$ cat src/rtl/core/irc_line_parser_core_macros.svh
// Assertion macros for the IRC line parser core.
`ifndef IRC_LINE_PARSER_CORE_MACROS_SVH
`define IRC_LINE_PARSER_CORE_MACROS_SVH
`ifndef ASSERT_OFF
`define ILP_ASSERT(lbl, clk, rst_n, prop, msg) \
  lbl: assert property (@(posedge clk) disable iff (!rst_n) (prop)) else $error(msg);
`define ILP_ASSERT_NEVER(lbl, clk, rst_n, prop, msg) \
  `ILP_ASSERT(lbl, clk, rst_n, !(prop), msg)
`else
`define ILP_ASSERT(lbl, clk, rst_n, prop, msg)
`define ILP_ASSERT_NEVER(lbl, clk, rst_n, prop, msg)
`endif
`endif

$ cat src/rtl/core/ilp_pkg.sv
// Types, codes and keyword tables of the IRC line parser.
package ilp_pkg;

  localparam int MAX_PARAMS = 15;
  localparam int TDATA_W    = 32;
  localparam int TUSER_W    = 2;

  typedef enum logic [1:0] {
    KIND_PREFIX,
    KIND_MIDDLE,
    KIND_TRAIL,
    KIND_SUMMARY
  } kind_e;

  typedef enum logic [2:0] {
    ST_OK,
    ST_BAD_CMD,
    ST_ILLEGAL,
    ST_PING_MANY,
    ST_PING_FEW,
    ST_OVERFLOW
  } status_e;

  typedef enum logic [2:0] {
    ACT_NONE,
    ACT_PONG,
    ACT_JOIN_QUEUE,
    ACT_QUEUE,
    ACT_LOG
  } action_e;

  localparam logic [4:0] CMD_UNKNOWN   = 5'd0;
  localparam logic [4:0] CMD_KW_PING   = 5'd1;
  localparam logic [4:0] CMD_END_MOTD  = 5'd16;
  localparam logic [6:0] KW_ALL        = 7'h7F;
  localparam int         KW_COUNT      = 7;

  localparam logic [7:0] CHAR_CR    = 8'd13;
  localparam logic [7:0] CHAR_LF    = 8'd10;
  localparam logic [7:0] CHAR_SPACE = 8'd32;
  localparam logic [7:0] CHAR_COLON = 8'd58;

  function automatic logic is_letter(input logic [7:0] b);
    return (b >= 8'd65 && b <= 8'd90) || (b >= 8'd97 && b <= 8'd122);
  endfunction

  function automatic logic is_digit(input logic [7:0] b);
    return b >= 8'd48 && b <= 8'd57;
  endfunction

  function automatic logic [3:0] kw_len(input logic [2:0] k);
    logic [3:0] n;
    case (k)
      3'd0:    n = 4'd4;
      3'd1:    n = 4'd6;
      3'd2:    n = 4'd7;
      3'd3:    n = 4'd5;
      3'd4:    n = 4'd4;
      3'd5:    n = 4'd5;
      3'd6:    n = 4'd5;
      default: n = 4'd0;
    endcase
    return n;
  endfunction

  // padding is never compared: positions past the length drop the keyword
  function automatic logic [7:0] kw_char(input logic [2:0] k, input logic [2:0] pos);
    logic [63:0] s;
    case (k)
      3'd0:    s = "PING    ";
      3'd1:    s = "NOTICE  ";
      3'd2:    s = "PRIVMSG ";
      3'd3:    s = "SQUIT   ";
      3'd4:    s = "MODE    ";
      3'd5:    s = "TOPIC   ";
      3'd6:    s = "NAMES   ";
      default: s = '0;
    endcase
    return s[{3'd7 - pos, 3'b000} +: 8];
  endfunction

  function automatic logic [4:0] word_match(input logic [6:0] cand, input logic [3:0] pos);
    logic [4:0] cmd;
    cmd = CMD_UNKNOWN;
    for (int k = 0; k < KW_COUNT; k++) begin
      if (cand[k] && kw_len(3'(k)) == pos) begin
        cmd = 5'(k + 1);
      end
    end
    return cmd;
  endfunction

  function automatic logic [4:0] num_code(input logic [9:0] v);
    logic [4:0] cmd;
    case (v)
      10'd221: cmd = 5'd8;
      10'd324: cmd = 5'd9;
      10'd331: cmd = 5'd10;
      10'd332: cmd = 5'd11;
      10'd353: cmd = 5'd12;
      10'd366: cmd = 5'd13;
      10'd372: cmd = 5'd14;
      10'd375: cmd = 5'd15;
      10'd376: cmd = 5'd16;
      default: cmd = CMD_UNKNOWN;
    endcase
    return cmd;
  endfunction

endpackage

$ cat src/rtl/core/irc_line_parser_core.sv
// IRC line parser: byte-serial parse of prefix, command and parameters.
// One line byte is taken per request and one byte per clock is sustained: a byte goes
// from the input register through the single-pass parse logic into the result
// register. Input is held back only while the result register holds an item not yet
// taken. Prefix and parameter bytes come out as they arrive; CR or LF closes the line
// with a summary item, and lines of at most one content byte give nothing.
`include "irc_line_parser_core_macros.svh"

module irc_line_parser_core #(
  parameter int MaxParams = ilp_pkg::MAX_PARAMS
) (
  input  logic                        clk_i,
  input  logic                        rst_ni,
  input  logic                        s_axis_tvalid_i,
  output logic                        s_axis_tready_o,
  input  logic [7:0]                  s_axis_tdata_i,   // [7:0] data_byte
  output logic                        m_axis_tvalid_o,
  input  logic                        m_axis_tready_i,
  // [7:0] out_byte, [11:8] param_index, [16:12] command_code,
  // [20:17] param_count, [23:21] status, [26:24] action, rest zero
  output logic [ilp_pkg::TDATA_W-1:0] m_axis_tdata_o,
  output logic [ilp_pkg::TUSER_W-1:0] m_axis_tuser_o    // [1:0] item_kind
);
  import ilp_pkg::*;

  localparam int CntW = $clog2(MaxParams + 1);
  localparam int SatW = (CntW > 4) ? CntW : 4;

  typedef enum logic [3:0] {
    PH_START,
    PH_PREFIX,
    PH_AFTER_PREFIX,
    PH_WORD,
    PH_NUM,
    PH_GAP,
    PH_MIDDLE,
    PH_TRAIL,
    PH_ERROR
  } phase_e;

  logic            in_vld_q;
  logic [7:0]      in_byte_q;
  logic            adv;
  logic            proc;

  phase_e          ph_q, ph_d;
  logic [6:0]      cand_q, cand_d;
  logic [3:0]      pos_q, pos_d;
  logic [9:0]      num_q, num_d;
  logic [CntW-1:0] cnt_q, cnt_d;
  logic [1:0]      bc_q, bc_d;
  status_e         err_q, err_d;
  logic [4:0]      cmd_q, cmd_d;

  logic            emit;
  kind_e           o_kind;
  logic [7:0]      o_byte;
  logic [3:0]      o_idx;
  logic [4:0]      o_cmd;
  logic [3:0]      o_cnt;
  status_e         o_st;
  action_e         o_act;

  logic            out_vld_q;
  kind_e           out_kind_q;
  logic [26:0]     out_data_q;

  logic [SatW-1:0] idx_ext;
  logic [SatW-1:0] cnt_ext;
  logic [3:0]      idx_sat;
  logic [3:0]      cnt_sat;

  assign adv             = !out_vld_q || m_axis_tready_i;
  assign proc            = in_vld_q && adv;
  assign s_axis_tready_o = !in_vld_q || adv;

  assign idx_ext = SatW'(cnt_q - 1'b1);
  assign cnt_ext = SatW'(cnt_q);
  assign idx_sat = (idx_ext > SatW'(15)) ? 4'd15 : idx_ext[3:0];
  assign cnt_sat = (cnt_ext > SatW'(15)) ? 4'd15 : cnt_ext[3:0];

  always_comb begin
    logic [7:0] b;
    logic       fin_err;
    b       = in_byte_q;
    fin_err = 1'b0;
    ph_d    = ph_q;
    cand_d  = cand_q;
    pos_d   = pos_q;
    num_d   = num_q;
    cnt_d   = cnt_q;
    bc_d    = bc_q;
    err_d   = err_q;
    cmd_d   = cmd_q;
    emit    = 1'b0;
    o_kind  = KIND_PREFIX;
    o_byte  = b;
    o_idx   = 4'd0;
    o_cmd   = CMD_UNKNOWN;
    o_cnt   = 4'd0;
    o_st    = ST_OK;
    o_act   = ACT_NONE;

    if (b == CHAR_CR || b == CHAR_LF) begin
      if (bc_q > 2'd1) begin
        emit   = 1'b1;
        o_kind = KIND_SUMMARY;
        o_byte = 8'd0;
        o_cnt  = cnt_sat;
        o_cmd  = cmd_q;
        case (ph_q)
          PH_WORD: o_cmd = word_match(cand_q, pos_q);
          PH_START, PH_PREFIX, PH_AFTER_PREFIX, PH_NUM: fin_err = 1'b1;
          default: ;
        endcase
        if (fin_err) begin
          o_st = ST_BAD_CMD;
        end else if (ph_q == PH_ERROR) begin
          o_st = err_q;
        end else if (o_cmd == CMD_KW_PING) begin
          if (cnt_q > CntW'(1)) begin
            o_st = ST_PING_MANY;
          end else if (cnt_q == '0) begin
            o_st = ST_PING_FEW;
          end else begin
            o_act = ACT_PONG;
          end
        end else if (o_cmd == CMD_UNKNOWN) begin
          o_act = ACT_LOG;
        end else if (o_cmd == CMD_END_MOTD) begin
          o_act = ACT_JOIN_QUEUE;
        end else begin
          o_act = ACT_QUEUE;
        end
      end
      ph_d   = PH_START;
      cand_d = KW_ALL;
      pos_d  = 4'd0;
      num_d  = 10'd0;
      cnt_d  = '0;
      bc_d   = 2'd0;
      err_d  = ST_OK;
      cmd_d  = CMD_UNKNOWN;
    end else begin
      if (bc_q < 2'd2) begin
        bc_d = bc_q + 2'd1;
      end
      case (ph_q)
        PH_START, PH_AFTER_PREFIX: begin
          if (ph_q == PH_START && b == CHAR_COLON) begin
            ph_d = PH_PREFIX;
          end else if (ph_q == PH_AFTER_PREFIX && b == CHAR_SPACE) begin
            ph_d = ph_q;
          end else if (is_letter(b)) begin
            ph_d  = PH_WORD;
            pos_d = 4'd1;
            for (int k = 0; k < KW_COUNT; k++) begin
              cand_d[k] = (kw_char(3'(k), 3'd0) == b);
            end
          end else if (is_digit(b)) begin
            ph_d  = PH_NUM;
            pos_d = 4'd1;
            num_d = 10'(b - 8'd48);
          end else begin
            ph_d  = PH_ERROR;
            err_d = ST_BAD_CMD;
          end
        end
        PH_PREFIX: begin
          if (b == CHAR_SPACE) begin
            ph_d = PH_AFTER_PREFIX;
          end else begin
            emit = 1'b1;
          end
        end
        PH_WORD: begin
          if (b == CHAR_SPACE) begin
            cmd_d = word_match(cand_q, pos_q);
            ph_d  = PH_GAP;
          end else if (is_letter(b)) begin
            for (int k = 0; k < KW_COUNT; k++) begin
              if (pos_q >= kw_len(3'(k)) || kw_char(3'(k), pos_q[2:0]) != b) begin
                cand_d[k] = 1'b0;
              end
            end
            if (pos_q < 4'd8) begin
              pos_d = pos_q + 4'd1;
            end
          end else begin
            ph_d  = PH_ERROR;
            err_d = ST_ILLEGAL;
          end
        end
        PH_NUM: begin
          if (pos_q < 4'd3) begin
            if (is_digit(b)) begin
              num_d = {num_q[6:0], 3'b000} + {num_q[8:0], 1'b0} + 10'(b - 8'd48);
              pos_d = pos_q + 4'd1;
            end else begin
              ph_d  = PH_ERROR;
              err_d = ST_BAD_CMD;
            end
          end else if (b == CHAR_SPACE) begin
            cmd_d = num_code(num_q);
            ph_d  = PH_GAP;
          end else begin
            ph_d  = PH_ERROR;
            err_d = ST_BAD_CMD;
          end
        end
        PH_GAP: begin
          if (b != CHAR_SPACE) begin
            if (cnt_q >= CntW'(MaxParams)) begin
              ph_d  = PH_ERROR;
              err_d = ST_OVERFLOW;
            end else begin
              cnt_d = cnt_q + 1'b1;
              if (b == CHAR_COLON) begin
                ph_d = PH_TRAIL;
              end else begin
                ph_d   = PH_MIDDLE;
                emit   = 1'b1;
                o_kind = KIND_MIDDLE;
                o_idx  = (cnt_ext > SatW'(15)) ? 4'd15 : cnt_ext[3:0];
              end
            end
          end
        end
        PH_MIDDLE: begin
          if (b == CHAR_SPACE) begin
            ph_d = PH_GAP;
          end else begin
            emit   = 1'b1;
            o_kind = KIND_MIDDLE;
            o_idx  = idx_sat;
          end
        end
        PH_TRAIL: begin
          emit   = 1'b1;
          o_kind = KIND_TRAIL;
          o_idx  = idx_sat;
        end
        default: ;
      endcase
    end
  end

  always_ff @(posedge clk_i or negedge rst_ni) begin
    if (!rst_ni) begin
      in_vld_q  <= 1'b0;
      out_vld_q <= 1'b0;
      ph_q      <= PH_START;
      cand_q    <= KW_ALL;
      pos_q     <= 4'd0;
      num_q     <= 10'd0;
      cnt_q     <= '0;
      bc_q      <= 2'd0;
      err_q     <= ST_OK;
      cmd_q     <= CMD_UNKNOWN;
    end else begin
      if (s_axis_tready_o) begin
        in_vld_q <= s_axis_tvalid_i;
      end
      if (adv) begin
        out_vld_q <= proc && emit;
      end
      if (proc) begin
        ph_q   <= ph_d;
        cand_q <= cand_d;
        pos_q  <= pos_d;
        num_q  <= num_d;
        cnt_q  <= cnt_d;
        bc_q   <= bc_d;
        err_q  <= err_d;
        cmd_q  <= cmd_d;
      end
    end
  end

  always_ff @(posedge clk_i) begin
    if (s_axis_tvalid_i && s_axis_tready_o) begin
      in_byte_q <= s_axis_tdata_i;
    end
    if (proc && emit) begin
      out_kind_q <= o_kind;
      out_data_q <= {o_act, o_st, o_cnt, o_cmd, o_idx, o_byte};
    end
  end

  assign m_axis_tvalid_o = out_vld_q;
  assign m_axis_tdata_o  = {(TDATA_W - 27)'(0), out_data_q};
  assign m_axis_tuser_o  = out_kind_q;

  `ILP_ASSERT(a_hold_in, clk_i, rst_ni,
              in_vld_q && !adv |=> in_vld_q && $stable(in_byte_q), "input stage lost a byte")
  `ILP_ASSERT(a_start_clean, clk_i, rst_ni,
              ph_q == PH_START |-> bc_q == 2'd0 && cnt_q == '0, "line start with stale state")
  `ILP_ASSERT(a_err_code, clk_i, rst_ni,
              ph_q == PH_ERROR |-> err_q != ST_OK, "error phase without a code")
  `ILP_ASSERT_NEVER(a_cnt_range, clk_i, rst_ni,
                    cnt_q > CntW'(MaxParams), "parameter count past limit")
  `ILP_ASSERT(a_byte_item, clk_i, rst_ni,
              out_vld_q && out_kind_q != KIND_SUMMARY |-> out_data_q[26:12] == 15'd0,
              "byte item carries summary fields")

endmodule
$ cat config.mk
export PLATFORM = sky130hd
export DESIGN_NAME = irc_line_parser_core
export DESIGN_NICKNAME = d
export VERILOG_FILES = /design/src/rtl/core/ilp_pkg.sv /design/src/rtl/core/irc_line_parser_core.sv
export VERILOG_INCLUDE_DIRS = /design/src /design/src/rtl/core
export SDC_FILE = /design/constraint.sdc
export NUM_CORES = 1
export LEC_CHECK = 0
export CORE_ASPECT_RATIO = 0.5
export CORE_UTILIZATION = 50
export DETAILED_ROUTE_END_ITERATION = 7
export DONT_BUFFER_PORTS = 1
export PLACE_DENSITY = 0.66
export SLEW_MARGIN = 20
export SYNTH_ARGS = -nofsm -noshare
export SYNTH_HDL_FRONTEND = slang
export SYNTH_SLANG_ARGS = --single-unit
export TNS_END_PERCENT = 30
$ cat constraint.sdc
create_clock -name clk_i -period 2.9 [get_ports clk_i]
set_input_delay 0.29 -clock clk_i [delete_from_list [all_inputs] [get_ports clk_i]]
set_output_delay 0.29 -clock clk_i [all_outputs]
set_load 0.01 [all_outputs]
==> report_table.html, run 1 <==
<table>
<tr><th>Metric</th><th>Value</th></tr>
<tr><th colspan="2">Route</th></tr>
<tr><td># DRC</td><td>0</td></tr>
<tr><td>Iter 0 DRT Violations</td><td>483</td></tr>
<tr><td>Initial DRT Pass Iterations</td><td>8</td></tr>
<tr><td>Post-DR wirelength/cell</td><td>19.7 µm</td></tr>
<tr><td>Detail Route Antenna Nets</td><td>0</td></tr>
<tr><td>Vias</td><td>5,483</td></tr>
<tr><td>Via/cell ratio</td><td>6.18</td></tr>
<tr><td>Post-Route WL</td><td>17.4 mm</td></tr>
<tr><th colspan="2">Logic synthesis</th></tr>
<tr><td>Avg Inst Size Synth</td><td>8.66 µm²</td></tr>
<tr><td>Area contributors post-synth</td><td>sky130_fd_sc_hd__edfxtp_1 18%, sky130_fd_sc_hd__dfrtp_1 14%, sky130_fd_sc_hd__ha_1 6.0%</td></tr>
<tr><td>Mapped cell area</td><td>6050 µm²</td></tr>
<tr><td>Cell taking the most area after synthesis</td><td>sky130_fd_sc_hd__edfxtp_1</td></tr>
<tr><td>Number of enable flip-flop cells after synthesis</td><td>37</td></tr>
<tr><td>Area share of the largest cell type after synthesis</td><td>18.4%</td></tr>
<tr><td>Most common cell in the netlist</td><td>sky130_fd_sc_hd__nor2_1</td></tr>
<tr><td>Post-synthesis sequential element count</td><td>78</td></tr>
<tr><td>Async set-or-reset flop fraction in the synthesized netlist</td><td>52.6%</td></tr>
<tr><td>Mapped Cells</td><td>698</td></tr>
<tr><td>Commonest cells in the synthesized netlist</td><td>66 x sky130_fd_sc_hd__nor2_1, 64 x sky130_fd_sc_hd__nand2_1, 48 x sky130_fd_sc_hd__a21oi_1</td></tr>
<tr><td>Yosys warns</td><td>0</td></tr>
<tr><td>Prevailing post-synth register cell</td><td>sky130_fd_sc_hd__edfxtp_1</td></tr>
<tr><td>Sequential fraction of the synthesis area</td><td>35.5%</td></tr>
<tr><td>Number of library cell types mapped by synthesis</td><td>81</td></tr>
<tr><th colspan="2">Power and ir drop</th></tr>
<tr><td>Power Dens Cells</td><td>616 nW/µm²</td></tr>
<tr><td>Sw Share</td><td>39.0%</td></tr>
<tr><td>IR drop worst, VDD</td><td>0.000287 V</td></tr>
<tr><td>Combinational share of power</td><td>39.0%</td></tr>
<tr><td>Leak pwr</td><td>2.71 nW</td></tr>
<tr><td>Fraction of power consumed by sequential logic</td><td>35.0%</td></tr>
<tr><td>Clock share of power</td><td>26.1%</td></tr>
<tr><td>Power, Total</td><td>4.22 mW</td></tr>
<tr><td>Internal portion of total power</td><td>2.57 mW</td></tr>
<tr><td>Net switching power of the design</td><td>1.65 mW</td></tr>
<tr><th colspan="2">CTS</th></tr>
<tr><td>Latest clock arrival within the worst-skew pair</td><td>0.34 ns</td></tr>
<tr><td>Clock root buffer</td><td>sky130_fd_sc_hd__clkbuf_16</td></tr>
<tr><td>H-Tree Depth</td><td>3</td></tr>
<tr><td>Maximum count of clock buffers along a single path</td><td>2</td></tr>
<tr><td>CTS Buf Count</td><td>9</td></tr>
<tr><td>Clock tree from TritonCTS</td><td>built</td></tr>
<tr><td>Clock sink count</td><td>78</td></tr>
<tr><td>Clock transition at path regs</td><td>0.07 ns</td></tr>
<tr><th colspan="2">STA</th></tr>
<tr><td>Final worst hold slack</td><td>0.0396 ns</td></tr>
<tr><td>Final count of hold timing violations</td><td>0</td></tr>
<tr><td>Max-slew violation count</td><td>0</td></tr>
<tr><td>Final setup violation count</td><td>0</td></tr>
<tr><td>Setup TNS after final layout</td><td>0 ns</td></tr>
<tr><td>Fin Clk Skew</td><td>0.00946 ns</td></tr>
<tr><td>Fmax</td><td>372 MHz</td></tr>
<tr><td>Slew @ Worst Pin</td><td>0.968 ns</td></tr>
<tr><td>RSZ-0062 raised after global routing</td><td>false</td></tr>
<tr><td>Final critical-path share of the clock period</td><td>92.6%</td></tr>
<tr><td>PnR worst setup slack</td><td>0.214 ns</td></tr>
<tr><td>Slew margin rel.</td><td>35.0%</td></tr>
<tr><td>Clock period minus final worst setup slack</td><td>2.69 ns</td></tr>
<tr><th colspan="2">Critical path</th></tr>
<tr><td>Path type of the worst setup path</td><td>flop to flop</td></tr>
<tr><td>R2R setup slack</td><td>0.21 ns</td></tr>
<tr><td>Largest driver fanout on the critical path</td><td>5</td></tr>
<tr><td>Crit. End Element</td><td>flop</td></tr>
<tr><td>CP arrival</td><td>2.92 ns</td></tr>
<tr><td>CP Data Required Time</td><td>3.13 ns</td></tr>
<tr><td>Reg-to-reg startpoint</td><td>in_byte_q[5]$_DFFE_PP_</td></tr>
<tr><td>Worst Setup Start Kind</td><td>flop</td></tr>
<tr><td>Reg2reg end</td><td>num_q[8]$_DFFE_PN0P_</td></tr>
<tr><td>Number of cell instances on the worst register-to-register path</td><td>9</td></tr>
<tr><th colspan="2">Run</th></tr>
<tr><td>Number of maximum-capacitance violations</td><td>0</td></tr>
<tr><th colspan="2">Place</th></tr>
<tr><td>Cell area after placement</td><td>6510 µm²</td></tr>
<tr><td>Number of instances in the placed design</td><td>867</td></tr>
<tr><td>Count of buffers inserted at the top-level ports</td><td>0</td></tr>
<tr><td>Placed wire-length estimate</td><td>12.9 mm</td></tr>
<tr><td>GPL Wtd Cong</td><td>0.950</td></tr>
<tr><td>Post-Place Setup Slack</td><td>0.0944 ns</td></tr>
<tr><th colspan="2">Layout</th></tr>
<tr><td>Post-Layout Cell Count</td><td>887</td></tr>
<tr><td>Combined area of the multi-input logic cells</td><td>3580 µm²</td></tr>
<tr><td>Number of fill cells</td><td>982</td></tr>
<tr><td>Fraction of layout cells with a size suffix above 1</td><td>15.2%</td></tr>
<tr><td>Layout-stage area growth over the synthesis result</td><td>13.4%</td></tr>
<tr><td>Net count, final</td><td>771</td></tr>
<tr><td>Number of antenna diodes</td><td>0</td></tr>
<tr><td>Sequential cell area</td><td>2150 µm²</td></tr>
<tr><td>Post-route cell area</td><td>6860 µm²</td></tr>
<tr><td>Core Util, Final</td><td>60.2%</td></tr>
<tr><th colspan="2">Floorplanning</th></tr>
<tr><td>Ports</td><td>48</td></tr>
<tr><td>Initial core utilization</td><td>53.1%</td></tr>
<tr><td>Die Area</td><td>12,600 µm²</td></tr>
<tr><td>Chip Height</td><td>79.8 µm</td></tr>
<tr><td>Chip Width</td><td>158 µm</td></tr>
<tr><td>Area of the core region</td><td>11,400 µm²</td></tr>
<tr><td>Row count</td><td>27</td></tr>
<tr><th colspan="2">Run status</th></tr>
<tr><td>Result of the run</td><td>complete, no violations</td></tr>
<tr><th colspan="2">Worst hold path</th></tr>
<tr><td>Critical hold path startpoint</td><td>s_axis_tdata_i[4]</td></tr>
<tr><td>Hold path depth</td><td>0</td></tr>
<tr><td>End point of the worst hold path</td><td>in_byte_q[4]$_DFFE_PP_</td></tr>
<tr><td>Hold Crit Class</td><td>input pin to flop</td></tr>
<tr><th colspan="2">GRT</th></tr>
<tr><td>GRT Residual Overflow</td><td>0</td></tr>
<tr><td>Global Route Usage Sum</td><td>29.5%</td></tr>
<tr><td>Global-route wire length before repair</td><td>28.2 mm</td></tr>
<tr><td>Pin count of the biggest net entering global routing</td><td>42</td></tr>
<tr><td>Number of antenna violations at the first check in global routing</td><td>0</td></tr>
<tr><td>Number of global-route vias before repair</td><td>5,199</td></tr>
</table>
==> per-layer routing <==
layer / up-vias / GRT usage [%] / share of wire, %
met5: - / 0 / 0
met4: 0 / 7.67 / 1.6
met3: 27 / 7.11 / 8.3
met2: 225 / 44.2 / 42
met1: 2620 / 42.2 / 48
li1: 2611 / - / -
==> cells by family (layout without fill, tap and decap cells) <==
kind of cell,after synthesis,after routing,share of synthesized area [%]
AOI/OAI and AO/OA,202,202,22.8
xor gates and xnor gates,21,21,3.04
adders and majority gates,36,36,8.32
buffers and inverters,84,110,5.79
DFF,78,78,35.5
muxes,14,14,2.42
other,1,5,0.0620
and+or+nand+nor,262,262,22.1
==> state kept, by name, summed over array words and instances, names as in the netlist <==
register / count
pos_q: 4
cnt_ext: 4
ph_q: 4
out_data_q: 27
in_byte_q: 8
m_axis_tvalid_o: 1
in_vld_q: 1
err_q: 3
cand_q: 7
bc_q: 2
cmd_q: 5
num_q: 10
m_axis_tuser_o: 2
==> placed cells by master (no fill, tap or decap), types with 6 or more instances in the layout <==
cell,count
sky130_fd_sc_hd__nand2b_1,11
sky130_fd_sc_hd__o211ai_1,8
sky130_fd_sc_hd__mux2i_1,9
sky130_fd_sc_hd__nor4_1,6
sky130_fd_sc_hd__and3_1,6
sky130_fd_sc_hd__nor3_1,22
sky130_fd_sc_hd__o21ai_0,41
sky130_fd_sc_hd__ha_1,29
sky130_fd_sc_hd__nand4_1,10
sky130_fd_sc_hd__nor2_1,66
sky130_fd_sc_hd__a31oi_1,9
sky130_fd_sc_hd__o22ai_1,7
sky130_fd_sc_hd__a22o_1,10
sky130_fd_sc_hd__nor3b_1,8
sky130_fd_sc_hd__inv_1,26
sky130_fd_sc_hd__a211oi_1,7
sky130_fd_sc_hd__xnor2_1,10
sky130_fd_sc_hd__fa_1,7
sky130_fd_sc_hd__dfstp_2,7
sky130_fd_sc_hd__and2_1,10
sky130_fd_sc_hd__buf_4,62
sky130_fd_sc_hd__a21oi_1,48
sky130_fd_sc_hd__nor2b_1,12
sky130_fd_sc_hd__dfrtp_1,34
sky130_fd_sc_hd__nand2_1,64
sky130_fd_sc_hd__o31ai_1,7
sky130_fd_sc_hd__edfxtp_1,37
sky130_fd_sc_hd__xor2_1,10
sky130_fd_sc_hd__nand3_1,18
sky130_fd_sc_hd__clkbuf_16,9
==> what timing repair did <==
item / 4_1_cts / 5_1_grt
hold buffers: 2 / 0
resized for setup: 0 / 3
hold endpoints to repair: 41 / 0
setup buffers: 0 / 2
endpoints found under the setup margin: 0 / 8
==> critical path, cell delays in order (launching register included) <==
cell                       delay [ns]
sky130_fd_sc_hd__edfxtp_1        0.46
sky130_fd_sc_hd__ha_1            0.29
sky130_fd_sc_hd__xnor2_2         0.20
sky130_fd_sc_hd__fa_1            0.45
sky130_fd_sc_hd__ha_1            0.35
sky130_fd_sc_hd__a21boi_1        0.15
sky130_fd_sc_hd__o21ai_0         0.22
sky130_fd_sc_hd__mux2i_1         0.21
sky130_fd_sc_hd__a21oi_1         0.08
sky130_fd_sc_hd__a21o_1          0.17
==> worst max-delay path by stage <==
stage | startpoint | end | slack (ns) | depth (start not counted)
3_3_place_gp | in_byte_q[5]$_DFFE_PP_ | num_q[9]$_DFFE_PN0P_ | 0.12 | 10
5_1_grt | in_byte_q[3]$_DFFE_PP_ | num_q[8]$_DFFE_PN0P_ | 0.02 | 10
6_report | in_byte_q[5]$_DFFE_PP_ | num_q[8]$_DFFE_PN0P_ | 0.21 | 9
4_1_cts | in_byte_q[5]$_DFFE_PP_ | num_q[9]$_DFFE_PN0P_ | 0.06 | 10
3_5_place_dp | in_byte_q[5]$_DFFE_PP_ | num_q[9]$_DFFE_PN0P_ | 0.09 | 10
2_1_floorplan | in_byte_q[4]$_DFFE_PP_ | m_axis_tuser_o[0]$_DFFE_PP_ | 0.007 | 10
==> power by group through the flow <==
stage	clock network (mW)	logic, mW	registers, mW
global placement	0	1.56	1.49
global route	1.17	1.81	1.49
finish	1.10	1.65	1.48
floorplan	0	1.18	1.42
detailed placement	0	1.58	1.49
CTS	1.12	1.61	1.47
==> layout make-up <==
class	count	share of cell area, %
tap	159	2.90
clock inverter	7	0.839
timing repair buffer	66	7.92
inverter	28	1.59
multi-input combinational	540	52.2
sequential	78	31.3
clock buffer	9	3.28
(Power assumes the default switching activity.)
==> inputs of run 2 (changes only) <==
--- a/config.mk
+++ b/config.mk
@@ -10,7 +10,7 @@
 export CORE_UTILIZATION = 50
 export DETAILED_ROUTE_END_ITERATION = 7
 export DONT_BUFFER_PORTS = 1
-export PLACE_DENSITY = 0.66
+export PLACE_DENSITY = 0.63
 export SLEW_MARGIN = 20
 export SYNTH_ARGS = -nofsm -noshare
 export SYNTH_HDL_FRONTEND = slang
==> constraint.sdc (replaced) <==
create_clock -name clk_i -period 3.1 [get_ports clk_i]
set_input_delay 0.31 -clock clk_i [delete_from_list [all_inputs] [get_ports clk_i]]
set_output_delay 0.31 -clock clk_i [all_outputs]
set_load 0.01 [all_outputs]
==> run 2 against run 1 <==
  * Total power shrank 8.1%
  * Utilization shrank 1.7 points
  * Cell area shrank 2.8%
  * Clock power shrank 6%
  * Clock skew shrank 0.0014 ns
  * Count of clock-buffer cells in the layout is the same
  * Wire length shrank 0.38%
  * Combinational power shrank 9.7%
  * Sequential cell count is the same
  * Worst setup slack gained 0.011 ns
  * Fmax shrank 6.6%
  * Register-to-register slack is essentially flat
==> report_table.html, run 2 (synthesis results as in run 1) <==
<table>
<tr><th>Metric</th><th>Value</th></tr>
<tr><th colspan="2">Critical path</th></tr>
<tr><td>R2R setup slack</td><td>0.22 ns (about the same)</td></tr>
<tr><td>Path type of the worst setup path</td><td>flop to flop</td></tr>
<tr><td>Number of cell instances on the worst register-to-register path</td><td>9 (unchanged)</td></tr>
<tr><td>Crit. End Element</td><td>flop</td></tr>
<tr><td>CP arrival</td><td>3.11 ns (+0.19 ns)</td></tr>
<tr><td>Largest driver fanout on the critical path</td><td>7 (+2)</td></tr>
<tr><td>Worst Setup EP</td><td>num_q[8]$_DFFE_PN0P_</td></tr>
<tr><td>Reg-to-reg startpoint</td><td>in_byte_q[5]$_DFFE_PP_</td></tr>
<tr><td>Reg2reg end</td><td>num_q[8]$_DFFE_PN0P_</td></tr>
<tr><td>Worst Setup Start Kind</td><td>flop</td></tr>
<tr><td>CP startpoint</td><td>in_byte_q[5]$_DFFE_PP_</td></tr>
<tr><td>CP Data Required Time</td><td>3.33 ns (+0.20 ns)</td></tr>
<tr><th colspan="2">Power and ir drop</th></tr>
<tr><td>IR drop worst, VDD</td><td>0.000283 V (-1.2%)</td></tr>
<tr><td>Combinational share of power</td><td>38.5% (-0.5 points)</td></tr>
<tr><td>Internal portion of total power</td><td>2.36 mW (-8.4%)</td></tr>
<tr><td>Fraction of power consumed by sequential logic</td><td>34.9% (about the same)</td></tr>
<tr><td>Net switching power of the design</td><td>1.52 mW (-7.7%)</td></tr>
<tr><td>Sw Share</td><td>39.2% (+0.18 points)</td></tr>
<tr><td>Power Dens Cells</td><td>582 nW/µm² (-5.5%)</td></tr>
<tr><td>Clock share of power</td><td>26.6% (+0.5 points)</td></tr>
<tr><td>Leak pwr</td><td>2.60 nW (-4.1%)</td></tr>
<tr><td>Power, Total</td><td>3.88 mW (-8.1%)</td></tr>
<tr><th colspan="2">Route</th></tr>
<tr><td>Initial DRT Pass Iterations</td><td>5 (-3)</td></tr>
<tr><td>Post-DR wirelength/cell</td><td>20.1 µm (+2.0%)</td></tr>
<tr><td>Vias</td><td>5,483 (unchanged)</td></tr>
<tr><td># DRC</td><td>0 (unchanged)</td></tr>
<tr><td>Iter 0 DRT Violations</td><td>511 (+5.8%)</td></tr>
<tr><td>Post-Route WL</td><td>17.4 mm (-0.38%)</td></tr>
<tr><td>Detail Route Antenna Nets</td><td>0 (unchanged)</td></tr>
<tr><td>Via/cell ratio</td><td>6.33 (+2.4%)</td></tr>
<tr><th colspan="2">Layout</th></tr>
<tr><td>Leading cell type in the layout, fill and taps excluded</td><td>sky130_fd_sc_hd__nor2_1</td></tr>
<tr><td>Layout-stage area growth over the synthesis result</td><td>10.3%</td></tr>
<tr><td>Net count, final</td><td>749 (-2.9%)</td></tr>
<tr><td>Post-Layout Cell Count</td><td>866 (-2.4%)</td></tr>
<tr><td>Number of flip-flops in the largest register</td><td>27 (unchanged)</td></tr>
<tr><td>Commonest cells after routing, fill and taps aside</td><td>66 x sky130_fd_sc_hd__nor2_1, 64 x sky130_fd_sc_hd__nand2_1, 48 x sky130_fd_sc_hd__a21oi_1, 42 x sky130_fd_sc_hd__buf_4, 41 x sky130_fd_sc_hd__o21ai_0</td></tr>
<tr><td>Top reg by flops</td><td>out_data_q</td></tr>
<tr><td>Post-route cell area</td><td>6670 µm² (-2.8%)</td></tr>
<tr><td>Registers with the most flip-flops</td><td>out_data_q: 27 flops, num_q: 10 flops, in_byte_q: 8 flops</td></tr>
<tr><td>Fraction of layout cells with a size suffix above 1</td><td>12.6% (-2.6 points)</td></tr>
<tr><td>Core Util, Final</td><td>58.6% (-1.7 points)</td></tr>
<tr><th colspan="2">GRT</th></tr>
<tr><td>Pin count of the biggest net entering global routing</td><td>42 (unchanged)</td></tr>
<tr><td>Number of antenna violations at the first check in global routing</td><td>1 (+1)</td></tr>
<tr><td>GRT Residual Overflow</td><td>0 (unchanged)</td></tr>
<tr><td>Global Route Usage Sum</td><td>29.5% (-0.037 points)</td></tr>
<tr><td>Global-route wire length before repair</td><td>27.9 mm (-0.95%)</td></tr>
<tr><td>Number of global-route vias before repair</td><td>4,992 (-4.0%)</td></tr>
<tr><th colspan="2">STA</th></tr>
<tr><td>Fmax</td><td>348 MHz (-6.6%)</td></tr>
<tr><td>Final critical-path share of the clock period</td><td>92.8% (+0.12 points)</td></tr>
<tr><td>Slew margin rel.</td><td>36.3% (+1.2 points)</td></tr>
<tr><td>Max-slew violation count</td><td>0 (unchanged)</td></tr>
<tr><td>Final count of hold timing violations</td><td>0 (unchanged)</td></tr>
<tr><td>Slew @ Worst Pin</td><td>0.950 ns (-0.0183 ns)</td></tr>
<tr><td>RSZ-0062 raised after global routing</td><td>false</td></tr>
<tr><td>Final setup violation count</td><td>0 (unchanged)</td></tr>
<tr><td>Clock period minus final worst setup slack</td><td>2.88 ns (+0.189 ns)</td></tr>
<tr><td>Setup TNS after final layout</td><td>0 ns (unchanged)</td></tr>
<tr><td>Final worst hold slack</td><td>0.0616 ns (+0.0220 ns)</td></tr>
<tr><td>Fin Clk Skew</td><td>0.00811 ns (-0.00136 ns)</td></tr>
<tr><td>PnR worst setup slack</td><td>0.225 ns (+0.0110 ns)</td></tr>
<tr><th colspan="2">Place</th></tr>
<tr><td>Number of instances in the placed design</td><td>847 (-2.3%)</td></tr>
<tr><td>Post-Place Setup Slack</td><td>0.236 ns (+0.142 ns)</td></tr>
<tr><td>Placed wire-length estimate</td><td>12.8 mm (-0.87%)</td></tr>
<tr><td>GPL Wtd Cong</td><td>0.993 (+4.5%)</td></tr>
<tr><td>Count of buffers inserted at the top-level ports</td><td>0 (unchanged)</td></tr>
<tr><td>Cell area after placement</td><td>6330 µm² (-2.7%)</td></tr>
<tr><th colspan="2">Run</th></tr>
<tr><td>Number of maximum-capacitance violations</td><td>0 (unchanged)</td></tr>
<tr><th colspan="2">Floorplanning</th></tr>
<tr><td>Ports</td><td>48 (unchanged)</td></tr>
<tr><td>Chip Width</td><td>158 µm (unchanged)</td></tr>
<tr><td>Chip Height</td><td>79.8 µm (unchanged)</td></tr>
<tr><td>Row count</td><td>27 (unchanged)</td></tr>
<tr><td>Area of the core region</td><td>11,400 µm² (unchanged)</td></tr>
<tr><td>Initial core utilization</td><td>53.1% (unchanged)</td></tr>
<tr><td>Die Area</td><td>12,600 µm² (unchanged)</td></tr>
<tr><th colspan="2">Worst hold path</th></tr>
<tr><td>Hold Crit Class</td><td>input pin to flop</td></tr>
<tr><th colspan="2">Run status</th></tr>
<tr><td>Result of the run</td><td>complete, no violations</td></tr>
<tr><th colspan="2">CTS</th></tr>
<tr><td>Latest clock arrival within the worst-skew pair</td><td>0.34 ns (about the same)</td></tr>
<tr><td>CTS Buf Count</td><td>9 (unchanged)</td></tr>
<tr><td>Clock transition at path regs</td><td>0.07 ns (about the same)</td></tr>
<tr><td>Clock sink count</td><td>78 (unchanged)</td></tr>
<tr><td>Clock root buffer</td><td>sky130_fd_sc_hd__clkbuf_16</td></tr>
<tr><td>H-Tree Depth</td><td>3 (unchanged)</td></tr>
<tr><td>Clock tree from TritonCTS</td><td>built</td></tr>
<tr><td>Maximum count of clock buffers along a single path</td><td>2 (unchanged)</td></tr>
</table>
run 2: per-layer routing:
metal	up-vias	part of all wire (%)	track usage, %	wire length (µm)
met2	252	43	43.8	7510
met5	-	0	0	0
met3	16	8.0	5.86	1390
met4	0	0.85	6.41	147
li1	2561	-	-	-
met1	2654	48	43.8	8330
run 2: worst min path at each step:
| stage | startpoint | end | slack [ns] | cells after the start |
|---|---|---|---|---|
| 6_report | s_axis_tdata_i[5] | in_byte_q[5]$_DFFE_PP_ | 0.06 | 0 |
| 5_1_grt | s_axis_tdata_i[5] | in_byte_q[5]$_DFFE_PP_ | 0.05 | 0 |
| 4_1_cts | s_axis_tdata_i[4] | in_byte_q[4]$_DFFE_PP_ | 0.06 | 0 |
| 3_5_place_dp | rst_ni | num_q[6]$_DFFE_PN0P_ | 0.02 | 0 |
| 3_3_place_gp | rst_ni | num_q[1]$_DFFE_PN0P_ | 0.02 | 0 |
| 2_1_floorplan | rst_ni | bc_q[0]$_DFFE_PN0P_ | 0.01 | 0 |
run 2: repair_timing:
action | CTS | global route
buffers inserted | 0 | 0
endpoints found under the setup margin | 0 | 1
hold buffers | 2 | 0
resized for setup | 0 | 2
endpoints found under the hold margin | 41 | 0
run 2: final cells by class:
cell class              instances  area, µm²
fillers                      1016       4720
multi-input cells             540       3580
flip-flops and latches         78       2150
repair buffers                 44        353
clock buffers                   9        225
well taps                     159        199
inverters                      28        109
clock inverters                 7       56.3
diodes                          1       2.50
run 2: worst max-delay path, stage by stage (launching register included):
cell and delay, ns:
sky130_fd_sc_hd__edfxtp_1 0.50, sky130_fd_sc_hd__ha_1 0.35, sky130_fd_sc_hd__xnor2_2 0.23, sky130_fd_sc_hd__fa_1 0.47, sky130_fd_sc_hd__ha_1 0.35, sky130_fd_sc_hd__a21boi_0 0.16
sky130_fd_sc_hd__o21ai_0 0.25, sky130_fd_sc_hd__mux2i_1 0.21, sky130_fd_sc_hd__a21oi_1 0.08, sky130_fd_sc_hd__a21o_1 0.17
run 2: power by group through the flow:
stage | Clock (mW) | Sequential (mW) | Combinational (mW)
after global routing | 1.09 | 1.37 | 1.66
after floorplan | 0 | 1.32 | 1.10
after global placement | 0 | 1.37 | 1.43
after CTS | 1.04 | 1.35 | 1.47
after detailed placement | 0 | 1.37 | 1.44
final | 1.03 | 1.35 | 1.49
==> inputs of run 3 (changes only) <==
==> constraint.sdc (replaced) <==
create_clock -name clk_i -period 2.9 [get_ports clk_i]
set_input_delay 0.29 -clock clk_i [delete_from_list [all_inputs] [get_ports clk_i]]
set_output_delay 0.29 -clock clk_i [all_outputs]
set_load 0.01 [all_outputs]
==> run 3 against run 2 <==
  * Cell area rose by 4.2%
  * Cell count rose by 2.9%
  * Count of clock-buffer cells in the layout did not move
  * Sequential share of layout area fell by 1.3 points
  * Critical path type unchanged
==> report_table.html, run 3 (synthesis results as in run 1) <==
<table>
<tr><th>Metric</th><th>Value</th></tr>
<tr><th colspan="2">Run</th></tr>
<tr><td>Number of maximum-capacitance violations</td><td>0 (unchanged)</td></tr>
<tr><th colspan="2">STA</th></tr>
<tr><td>Final setup violation count</td><td>0 (unchanged)</td></tr>
<tr><td>Max-slew violation count</td><td>0 (unchanged)</td></tr>
<tr><td>Slew margin rel.</td><td>33.7% (-2.5 points)</td></tr>
<tr><td>Final worst hold slack</td><td>0.0340 ns (-0.0276 ns)</td></tr>
<tr><td>Final count of hold timing violations</td><td>0 (unchanged)</td></tr>
<tr><td>Final critical-path share of the clock period</td><td>93.3% (+0.58 points)</td></tr>
<tr><td>Fmax</td><td>369 MHz (+6.2%)</td></tr>
<tr><td>Clock period minus final worst setup slack</td><td>2.71 ns (-0.169 ns)</td></tr>
<tr><td>RSZ-0062 raised after global routing</td><td>false</td></tr>
<tr><td>Setup TNS after final layout</td><td>0 ns (unchanged)</td></tr>
<tr><td>Fin Clk Skew</td><td>0.00636 ns (-0.00174 ns)</td></tr>
<tr><td>PnR worst setup slack</td><td>0.193 ns (-0.0312 ns)</td></tr>
<tr><td>Slew @ Worst Pin</td><td>0.987 ns (+0.0379 ns)</td></tr>
<tr><th colspan="2">Layout</th></tr>
<tr><td>Net count, final</td><td>775 (+3.5%)</td></tr>
<tr><td>Core Util, Final</td><td>61.1% (+2.5 points)</td></tr>
<tr><td>Leading cell type in the layout, fill and taps excluded</td><td>sky130_fd_sc_hd__nor2_1</td></tr>
<tr><td>Commonest cells after routing, fill and taps aside</td><td>66 x sky130_fd_sc_hd__nor2_1, 65 x sky130_fd_sc_hd__buf_4, 64 x sky130_fd_sc_hd__nand2_1, 48 x sky130_fd_sc_hd__a21oi_1, 41 x sky130_fd_sc_hd__o21ai_0</td></tr>
<tr><td>Number of fill cells</td><td>1,034 (+1.8%)</td></tr>
<tr><td>Post-route cell area</td><td>6950 µm² (+4.2%)</td></tr>
<tr><td>Layout-stage area growth over the synthesis result</td><td>15.0%</td></tr>
<tr><td>Number of flip-flops in the largest register</td><td>27 (unchanged)</td></tr>
<tr><td>Registers with the most flip-flops</td><td>out_data_q: 27 flops, num_q: 10 flops, in_byte_q: 8 flops</td></tr>
<tr><td>Fraction of layout cells with a size suffix above 1</td><td>15.8% (+3.2 points)</td></tr>
<tr><td>Number of antenna diodes</td><td>0 (-1)</td></tr>
<tr><td>Post-Layout Cell Count</td><td>891 (+2.9%)</td></tr>
<tr><td>Top reg by flops</td><td>out_data_q</td></tr>
<tr><th colspan="2">Route</th></tr>
<tr><td>Post-Route WL</td><td>17.6 mm (+1.2%)</td></tr>
<tr><td>Detail Route Antenna Nets</td><td>0 (unchanged)</td></tr>
<tr><td>Via/cell ratio</td><td>6.26 (-1.1%)</td></tr>
<tr><td>Vias</td><td>5,580 (+1.8%)</td></tr>
<tr><td>Iter 0 DRT Violations</td><td>529 (+3.5%)</td></tr>
<tr><td>Initial DRT Pass Iterations</td><td>5 (unchanged)</td></tr>
<tr><td>Post-DR wirelength/cell</td><td>19.7 µm (-1.7%)</td></tr>
<tr><td># DRC</td><td>0 (unchanged)</td></tr>
<tr><th colspan="2">Critical path</th></tr>
<tr><td>Largest driver fanout on the critical path</td><td>4 (-3)</td></tr>
<tr><td>CP Data Required Time</td><td>3.14 ns (-0.19 ns)</td></tr>
<tr><td>CP arrival</td><td>2.94 ns (-0.17 ns)</td></tr>
<tr><td>CP startpoint</td><td>in_byte_q[4]$_DFFE_PP_</td></tr>
<tr><td>Crit. End Element</td><td>flop</td></tr>
<tr><td>Path type of the worst setup path</td><td>flop to flop</td></tr>
<tr><td>Number of cell instances on the worst register-to-register path</td><td>10 (+1)</td></tr>
<tr><td>R2R setup slack</td><td>0.19 ns (-0.03 ns)</td></tr>
<tr><td>Worst Setup Start Kind</td><td>flop</td></tr>
<tr><td>Reg-to-reg startpoint</td><td>in_byte_q[4]$_DFFE_PP_</td></tr>
<tr><td>Reg2reg end</td><td>num_q[8]$_DFFE_PN0P_</td></tr>
<tr><th colspan="2">GRT</th></tr>
<tr><td>Pin count of the biggest net entering global routing</td><td>42 (unchanged)</td></tr>
<tr><td>Global routing usage on met1</td><td>45.0% (+1.2 points)</td></tr>
<tr><td>Number of global-route vias before repair</td><td>5,184 (+3.8%)</td></tr>
<tr><td>Met3 track utilization from global routing</td><td>5.75% (-0.11 points)</td></tr>
<tr><td>Most crowded layer after global routing</td><td>met1</td></tr>
<tr><td>Number of antenna violations at the first check in global routing</td><td>0 (-1)</td></tr>
<tr><td>GRT Residual Overflow</td><td>0 (unchanged)</td></tr>
<tr><td>Global-route wire length before repair</td><td>28.7 mm (+2.9%)</td></tr>
<tr><td>Global routing met2 resource utilization</td><td>44.4% (+0.62 points)</td></tr>
<tr><td>Global Route Usage Sum</td><td>30.4% (+0.86 points)</td></tr>
<tr><th colspan="2">CTS</th></tr>
<tr><td>Maximum count of clock buffers along a single path</td><td>2 (unchanged)</td></tr>
<tr><td>H-Tree Depth</td><td>3 (unchanged)</td></tr>
<tr><td>Clock root buffer</td><td>sky130_fd_sc_hd__clkbuf_16</td></tr>
<tr><td>Clock tree from TritonCTS</td><td>built</td></tr>
<tr><td>Clock transition at path regs</td><td>0.07 ns (about the same)</td></tr>
<tr><td>CTS Buf Count</td><td>9 (unchanged)</td></tr>
<tr><td>Clock sink count</td><td>78 (unchanged)</td></tr>
<tr><td>Latest clock arrival within the worst-skew pair</td><td>0.35 ns (about the same)</td></tr>
<tr><th colspan="2">Power and ir drop</th></tr>
<tr><td>Leak pwr</td><td>2.77 nW (+6.3%)</td></tr>
<tr><td>Power Dens Cells</td><td>633 nW/µm² (+8.8%)</td></tr>
<tr><td>IR drop worst, VDD</td><td>0.000303 V (+7.1%)</td></tr>
<tr><td>Clock share of power</td><td>29.0% (+2.4 points)</td></tr>
<tr><td>Power, Total</td><td>4.40 mW (+13%)</td></tr>
<tr><td>Combinational share of power</td><td>37.8% (-0.7 points)</td></tr>
<tr><td>Net switching power of the design</td><td>1.64 mW (+8.0%)</td></tr>
<tr><td>Sw Share</td><td>37.3% (-1.9 points)</td></tr>
<tr><td>Internal portion of total power</td><td>2.76 mW (+17%)</td></tr>
<tr><td>Fraction of power consumed by sequential logic</td><td>33.3% (-1.6 points)</td></tr>
<tr><th colspan="2">Floorplanning</th></tr>
<tr><td>Initial core utilization</td><td>53.1% (unchanged)</td></tr>
<tr><td>Ports</td><td>48 (unchanged)</td></tr>
<tr><td>Chip Height</td><td>79.8 µm (unchanged)</td></tr>
<tr><td>Die Area</td><td>12,600 µm² (unchanged)</td></tr>
<tr><td>Chip Width</td><td>158 µm (unchanged)</td></tr>
<tr><td>Row count</td><td>27 (unchanged)</td></tr>
<tr><td>Area of the core region</td><td>11,400 µm² (unchanged)</td></tr>
<tr><th colspan="2">Worst hold path</th></tr>
<tr><td>Hold Crit Class</td><td>input pin to flop</td></tr>
<tr><td>Hold path depth</td><td>0 (unchanged)</td></tr>
<tr><td>Critical hold path startpoint</td><td>s_axis_tdata_i[4]</td></tr>
<tr><td>End point of the worst hold path</td><td>in_byte_q[4]$_DFFE_PP_</td></tr>
<tr><th colspan="2">Place</th></tr>
<tr><td>Post-Place Setup Slack</td><td>0.168 ns (-0.0680 ns)</td></tr>
<tr><td>GPL Wtd Cong</td><td>0.972 (-2.2%)</td></tr>
<tr><td>Count of buffers inserted at the top-level ports</td><td>0 (unchanged)</td></tr>
<tr><td>Placed wire-length estimate</td><td>13.1 mm (+2.8%)</td></tr>
<tr><td>Number of instances in the placed design</td><td>870 (+2.7%)</td></tr>
<tr><td>Cell area after placement</td><td>6550 µm² (+3.3%)</td></tr>
<tr><th colspan="2">Run status</th></tr>
<tr><td>Result of the run</td><td>complete, no violations</td></tr>
</table>
run 3: area by class of cell:
| class | count | area (µm²) | area share [%] |
|---|---|---|---|
| clock buffers | 9 | 225 | 3.24 |
| flip-flops and latches | 78 | 2150 | 30.9 |
| clock inverters | 7 | 103 | 1.48 |
| inverters | 28 | 109 | 1.57 |
| repair buffers | 70 | 586 | 8.42 |
| well taps | 159 | 199 | 2.86 |
| multi-input cells | 540 | 3580 | 51.6 |
run 3: how the worst max path moves through the flow:
stage	endpoint	slack, ns	depth (start not counted)
2_1_floorplan	m_axis_tuser_o[0]$_DFFE_PP_	0.007	10
5_1_grt	num_q[8]$_DFFE_PN0P_	0.03	10
3_3_place_gp	num_q[8]$_DFFE_PN0P_	0.25	9
3_5_place_dp	num_q[8]$_DFFE_PN0P_	0.17	9
6_report	num_q[8]$_DFFE_PN0P_	0.19	10
4_1_cts	num_q[8]$_DFFE_PN0P_	0.15	9
run 3: critical path, stage by stage (launching register included):
cell	delay, ns
sky130_fd_sc_hd__edfxtp_1	0.43
sky130_fd_sc_hd__inv_1	0.14
sky130_fd_sc_hd__ha_1	0.28
sky130_fd_sc_hd__fa_1	0.45
sky130_fd_sc_hd__ha_1	0.35
sky130_fd_sc_hd__o21ai_0	0.11
sky130_fd_sc_hd__a21boi_0	0.14
sky130_fd_sc_hd__o21ai_0	0.23
sky130_fd_sc_hd__mux2i_1	0.21
sky130_fd_sc_hd__a21oi_1	0.08
sky130_fd_sc_hd__a21o_1	0.17
run 3: power groups by stage:
stage                     Clock [mW]  Sequential, mW  Combinational, mW
final                           1.27            1.46               1.66
after global routing            1.34            1.48               1.85
after CTS                       1.29            1.46               1.62
after detailed placement           0            1.48               1.59
after global placement             0            1.48               1.57
after floorplan                    0            1.42               1.18
run 3: repair_timing:
| action | 4_1_cts | 5_1_grt |
|---|---|---|
| buffers inserted | 0 | 3 |
| hold buffers | 2 | 0 |
| setup endpoints to repair | 0 | 1 |
| endpoints found under the hold margin | 41 | 0 |
| gates resized for setup | 0 | 3 |
run 3: routing by layer:
| metal | up-vias | part of all wire, % |
|---|---|---|
| li1 | 2623 | - |
| met1 | 2656 | 48 |
| met2 | 264 | 43 |
| met3 | 37 | 7.6 |
| met4 | 0 | 1.8 |
| met5 | - | 0 |
